--- src/hw/rtl/bpt_pkg.sv ---
// Types, codes and helpers for the blocked-port rule table.
package bpt_pkg;

  localparam int ENTRIES_DEFAULT    = 64;
  localparam int COUNT_BITS_DEFAULT = 32;
  localparam int KEY_BITS           = 18;
  localparam int OUT_COUNT_BITS     = 32;

  // Command selector codes
  localparam logic [2:0] FUNC_CHECK  = 3'd0;
  localparam logic [2:0] FUNC_INSERT = 3'd1;
  localparam logic [2:0] FUNC_REMOVE = 3'd2;
  localparam logic [2:0] FUNC_QUERY  = 3'd3;
  localparam logic [2:0] FUNC_CLEAR  = 3'd4;

  // Status codes
  localparam logic [1:0] ST_OK       = 2'd0;
  localparam logic [1:0] ST_DUP      = 2'd1;
  localparam logic [1:0] ST_NOTFOUND = 2'd2;
  localparam logic [1:0] ST_FULL     = 2'd3;

  // Operations carried by the token that walks the cell chain
  localparam logic [2:0] TOK_CHECK  = 3'd0;
  localparam logic [2:0] TOK_FIND   = 3'd1;
  localparam logic [2:0] TOK_REMOVE = 3'd2;
  localparam logic [2:0] TOK_QUERY  = 3'd3;
  localparam logic [2:0] TOK_PLACE  = 3'd4;

  typedef struct packed {
    logic [2:0]  func;
    logic [15:0] port;
    logic        protocol;
    logic        direction;
  } cmd_t;

  typedef struct packed {
    logic [1:0]                status;
    logic                      blocked;
    logic [OUT_COUNT_BITS-1:0] attempt_count;
  } rsp_t;

  typedef struct packed {
    logic                      active;
    logic [2:0]                op;
    logic [KEY_BITS-1:0]       key;
    logic                      found;
    logic                      free_seen;
    logic [OUT_COUNT_BITS-1:0] count;
  } tok_t;

  // Clamp a count of up to 64 bits to the 32-bit result field.
  function automatic logic [OUT_COUNT_BITS-1:0] sat_count(input logic [63:0] wide);
    logic [OUT_COUNT_BITS-1:0] res;
    if (|wide[63:OUT_COUNT_BITS]) begin
      res = '1;
    end else begin
      res = wide[OUT_COUNT_BITS-1:0];
    end
    return res;
  endfunction

endpackage

--- src/hw/rtl/bpt_cell.sv ---
// One table slot: key, valid bit and hit count, acting on the passing token.
module bpt_cell import bpt_pkg::*; #(
  parameter int COUNT_BITS = COUNT_BITS_DEFAULT
) (
  input  logic clk,
  input  logic rst,
  input  logic clr,
  input  tok_t tok_in,
  output tok_t tok_out
);

  logic                  valid;
  logic                  valid_next;
  logic [KEY_BITS-1:0]   key;
  logic [KEY_BITS-1:0]   key_next;
  logic [COUNT_BITS-1:0] hits;
  logic [COUNT_BITS-1:0] hits_next;
  tok_t                  tok_next;
  logic                  match;

  assign match = tok_in.active && valid && (key == tok_in.key);

  always_comb begin
    valid_next = valid;
    key_next   = key;
    hits_next  = hits;
    tok_next   = tok_in;
    if (clr) begin
      valid_next = 1'b0;
    end else if (tok_in.active) begin
      unique case (tok_in.op)
        TOK_CHECK: begin
          if (match) begin
            tok_next.found = 1'b1;
            if (hits != {COUNT_BITS{1'b1}}) begin
              hits_next = hits + {{(COUNT_BITS-1){1'b0}}, 1'b1};
            end
          end
        end
        TOK_REMOVE: begin
          if (match) begin
            tok_next.found = 1'b1;
            valid_next     = 1'b0;
          end
        end
        TOK_QUERY: begin
          if (match) begin
            tok_next.found = 1'b1;
            tok_next.count = sat_count(64'(hits));
          end
        end
        TOK_FIND: begin
          if (match) begin
            tok_next.found = 1'b1;
          end
          if (!valid) begin
            tok_next.free_seen = 1'b1;
          end
        end
        TOK_PLACE: begin
          // claim the first free slot the token meets
          if (!valid && !tok_in.found) begin
            tok_next.found = 1'b1;
            valid_next     = 1'b1;
            key_next       = tok_in.key;
            hits_next      = '0;
          end
        end
        default: begin
        end
      endcase
    end
  end

  always_ff @(posedge clk) begin
    if (rst) begin
      valid          <= 1'b0;
      tok_out.active <= 1'b0;
    end else begin
      valid          <= valid_next;
      tok_out.active <= tok_next.active;
    end
    key               <= key_next;
    hits              <= hits_next;
    tok_out.op        <= tok_next.op;
    tok_out.key       <= tok_next.key;
    tok_out.found     <= tok_next.found;
    tok_out.free_seen <= tok_next.free_seen;
    tok_out.count     <= tok_next.count;
  end

endmodule

--- config.mk ---
export PLATFORM = sky130hd
export DESIGN_NAME = bpt_cell
export DESIGN_NICKNAME = d
export VERILOG_FILES = /design/src/hw/rtl/bpt_pkg.sv /design/src/hw/rtl/bpt_cell.sv
export SDC_FILE = /design/constraint.sdc
export NUM_CORES = 1
export LEC_CHECK = 0
export BUFFER_PORTS_ARGS = -buffer_cell sky130_fd_sc_hd__buf_2
export CORE_MARGIN = 2
export CORE_UTILIZATION = 50
export CTS_BUF_LIST = sky130_fd_sc_hd__clkbuf_8 sky130_fd_sc_hd__clkbuf_16
export CTS_CLUSTER_DIAMETER = 40
export DETAILED_ROUTE_END_ITERATION = 12
export PLACE_DENSITY = 0.75
export SLEW_MARGIN = 5
export SYNTH_ARGS = -nofsm -noshare
export SYNTH_HDL_FRONTEND = slang
export SYNTH_SLANG_ARGS = --single-unit
--- constraint.sdc ---
create_clock -name clk -period 11.25 [get_ports clk]
set_clock_uncertainty 0.1 [all_clocks]
set_input_delay 2.25 -clock clk [delete_from_list [all_inputs] [get_ports clk]]
set_output_delay 2.25 -clock clk [all_outputs]
set_load 0.02 [all_outputs]
After elaboration in Yosys (flattened, before gate mapping)
Index checks and enable logic that the tools add are counted.
{ "totals": {"register_bits": 107, "latch_bits": 0, "ramBits": 0, "rom_bits": 0, "input_bits": 59, "out_inout_bits": 56, "elab_cells": 50, "n_memories": 0} }
{ "op_classes": {"addsub": 1, "mul": 0, "div": 0, "n_lt_le_gt_ge": 0, "eq_ne": 10, "shifts": 0, "mux": 16, "bitwise_logic": 1, "reduce_logical": 13} }
{ "op_table": {"columns": ["op", "count"], "rows": [
  ["32-bit 2-to-1 mux", 5],
  ["34-bit 2-to-1 mux", 2],
  ["32-bit case mux with 2 select lines", 1],
  ["32-bit by 1-bit adder with 32-bit output (second input constant)", 1],
  ["32-bit inequality test (second input constant)", 1],
  ["18-bit == test", 1],
  ["2-bit inequality test (second input constant)", 4],
  ["4-bit AND reduction", 2],
  ["3-bit by 2-bit == test with 1-bit output (second input constant)", 2],
  ["1-bit 2-to-1 mux", 6],
  ["6-bit AND reduction", 1],
  ["1-bit case mux with 2 select lines", 2],
  ["2-bit nonzero test", 2],
  ["4-bit OR reduction", 1],
  ["3-bit by 1-bit == test with 1-bit output (second input constant)", 1],
  ["3-bit == test (second input constant)", 1],
  ["1-bit logical AND", 3],
  ["3-bit logical NOT", 1],
  ["1-bit logical NOT", 2],
  ["2-bit OR reduction", 1],
  ["1-bit NOT", 1]
]} }

Longest topological paths before layout
{ "depth": {"depth_word": 6, "ltp_mapped": 7, "depth_no_buf": 6} }

Worst setup path before layout
Ideal clock, no wire load.
{ "synth_path": {"path_type": "input to register", "start": "input port tok_in[53] (netlist name)", "end": "register key[0] (enable)", "t_arrival_ns": 4.761, "required_time_ns": 10.704, "path_slack_ns": 5.943, "stages": 2, "cell_sequence": "nor3b_1 nor4b_1"} }
{ "synth_between": {"elab_chain_len": 2} }
{ "synth_rtl": {"columns": ["element", "line_no", "rtl"], "rows": [
  ["start: declaration", "bpt_cell.sv:8", "input tok_t tok_in,"],
  ["3-bit == test", "bpt_cell.sv:31", "unique case (tok_in.op)"],
  ["4-bit AND reduction (no line)", null, null],
  ["end signal: assignment", "bpt_cell.sv:83", "key <= key_next;"],
  ["end: declaration", "bpt_cell.sv:14", "logic [KEY_BITS-1:0] key;"]
]} }
No other way between the ends.
A chain may end at the register's enable or synchronous reset.

==> flow_summary.yaml <==
synth:
  synth_area_leaders: "edfxtp_1 (36%), dfxtp_1 (27%), mux2_2 (8.4%)"
  syn_area_per_cell_sq_um: 12.6
  ys_seq_elements: 107
  syn-num-nets: 390
  ys_types: 36
  synth_top_family_by_area: "simple AND/OR/NAND/NOR gates"
  yosysTopAreaCell: "edfxtp_1"
  synth-warning-count: 0
  synth_adder_area_share_pct: 0.301
  synth.area.mux_share_pct: 8.67
  netlist_instances: 330
  seq_area_frac_synth_pct: 63.6
  yosys.area_share.simple_pct: 15.1
  synth_area_sq_um: 4150
  synth-xor-area-share_pct: 8.22
  synth_compound_area_share_pct: 2.38
  synth_top_area_share_pct: 36.1
critical_path:
  crit_path_max_fanout: 18
  reg2reg_depth: 6
  r2r_start: "key[7]"
  cp.required_ns: 11.42
  startpoint: "tok_in[41]"
  cp.arrival_ns: 4.82
  reg2reg_to: "tok_out[19]"
  path_class: "in2reg"
  r2r_setup_slack_ns: 8.19
  start_kind: "input pin"
  crit_path_end_kind: "flop"
final_layout:
  multi_input_area_sq_um: 1460
  n_fill_cell: 655
  diodes: 0
  final_cell_mix: "buf_2 (114), dfxtp_1 (57), edfxtp_1 (50)"
  layout.area.seq_sq_um: 2640
  nets: 509
  layout_commonest_cell: "buf_2"
  fin_util_pct: 62.4
  drive_gt1_share_pct: 37.7
  syn_to_final_growth_pct: 22.1
clock_network:
  clk_latency_ns: 0.38
  clockRootBuffer: "clkbuf_8"
  clock_path_buffers: 2
  holdBufCountCts: 0
  postCtsResizedCells: 0
  cts_setup_buffers: 0
  cts_sinks: 107
  cts_tree: "yes"
  htreeDepth: 3
  clkTransAtPathRegs_ns: 0.11
  cts_buffers: 9
routing:
  drt_iter0_drc: 124
  ant_nets: 0
  via_per_inst: 5.11
  firstDrtPassIters: 4
  avgRoutedWirePerCell_microns: 14.1
  vias: 2856
  totalWireLength_microns: 7900
  drcViolationCount: 0
sta:
  fmax_ghz: 0.215
  final-setup-viol-count: 0
  whs_ns: 0.477
  fin_crit_ns: 4.65
  setup-tns-final_ns: 0
  drv_slew: 0
  rsz0062_at_grt: "no"
  tightest_slew_ns: 1.06
  hold_viol: 0
  finalCritPeriodShare_pct: 41.3
  timing.slew.headroom_pct: 28.7
global_routing:
  first_global_vias: 2735
  grt_pass1_wl_microns: 12700
  grt_usage_pct: 18.5
  grt-ovfl-total: 0
  antenna_found_initial: 0
  grt_max_degree: 36
pwr:
  pwr-share-clk_pct: 33.2
  p_comb_share_pct: 7.5
  p_leak_nw: 1.98
  p_per_area_nw_per_um2: 140
  switchingPower_mw: 0.181
  vdd_drop_max_uv: 89.7
  power.internal_mw: 0.530
  seqPwrFrac_pct: 59.3
  swShare_pct: 25.4
floorplanning:
  initial_utilization_pct: 51.1
  row_count: 33
  die_y_microns: 95.2
  core_sq_um: 8130
  die_area_sq_um: 9050
  top_level_ports: 115
  dieWidth_microns: 95.2
min_path:
  min_to: "tok_out[14]"
  min_from: "hits[14]"
  hp-class: "reg2reg"
  min_path_cells: 1
placed_design:
  place_congestion: 0.761
  port_buffers: 114
  dp_hpwl_microns: 5690
outcome:
  outcome: "finished, final reports clean"
run:
  maxCapViolCount: 0
==> power by group through the flow <==
stage               sequential, mW  combinational, mW  clock, mW
finish                       0.421             0.0535      0.236
detailed placement           0.430             0.0542          0
floorplan                    0.444             0.0138          0
CTS                          0.421             0.0543      0.242
global placement             0.430             0.0531          0
global route                 0.423             0.0586      0.259
==> worst max-delay path: stages <==
cell and delay [ns]:
buf_2 0.11, xor2_1 0.15, nor4_1 0.35, nand4_1 0.25, nor4_4 0.92, buf_4 0.40
mux2_2 0.37
==> cell usage after synthesis <==
library cell / instances
a21oi_1: 5
mux2_1: 1
dfxtp_1: 57
a31oi_1: 1
a2111oi_0: 1
nand4_1: 7
nor2_1: 31
nor4_1: 11
a211o_1: 1
and4_4: 1
nor3b_1: 3
nand2b_1: 6
nor2b_1: 6
o2111a_1: 1
clkbuf_1: 6
and3_1: 2
nand2_1: 13
mux2_2: 31
o41ai_1: 1
nand3b_1: 1
nor3_1: 13
edfxtp_1: 50
or3_1: 6
buf_2: 4
and4_1: 2
o21ai_0: 4
or4b_1: 1
nor4b_1: 1
nand3_1: 11
o211a_1: 1
or2_2: 2
xor2_1: 19
xnor2_1: 20
ha_1: 1
nor4_2: 1
inv_1: 8
==> state kept, by name, summed over array words and instances, names as in the netlist <==
| name | flops |
|---|---|
| tok_out | 56 |
| hits | 32 |
| key | 18 |
| valid | 1 |
==> metal layers <==
metal | up-vias | GRT usage (%) | wire (microns)
met5 | - | 0 | 0
met4 | 0 | 7.85 | 154
met3 | 15 | 6.32 | 508
met2 | 87 | 29.6 | 3710
met1 | 1334 | 23.0 | 3530
li1 | 1420 | - | -
==> cell families after synthesis <==
group,count (synthesis)
fa+ha+maj,1
compound gates,15
flops,107
buf+inv,18
simple gates,118
xor+xnor,39
mux,32
==> metrics by stage <==
step                      power (mW)  instance area (sq um)  setup slack, ns  cells
after global routing           0.740                   5070             6.41    559
final                          0.710                   5070             6.60    559
after CTS                      0.718                   5070             6.58    559
after detailed placement       0.484                   4860             6.18    543
after floorplan                0.458                   4150             5.94    330
after global placement         0.483                   4860             6.30    543
==> cell type report <==
type	instances	share of cell area, %
clock inverters	7	1.70
multi-input cells	205	28.8
well taps	105	2.59
inverters	8	0.592
repair buffers	118	11.8
clock buffers	9	2.44
flip-flops and latches	107	52.1
==> worst max-delay path by stage <==
stage / endpoint / cells past startpoint
4_1_cts: tok_out[19] / 7
5_1_grt: tok_out[31] / 7
6_report: tok_out[19] / 7
3_3_place_gp: tok_out[16] / 7
2_1_floorplan: key[0] / 2
3_5_place_dp: tok_out[19] / 7
No activity file was read; power rests on OpenSTA's default activity.
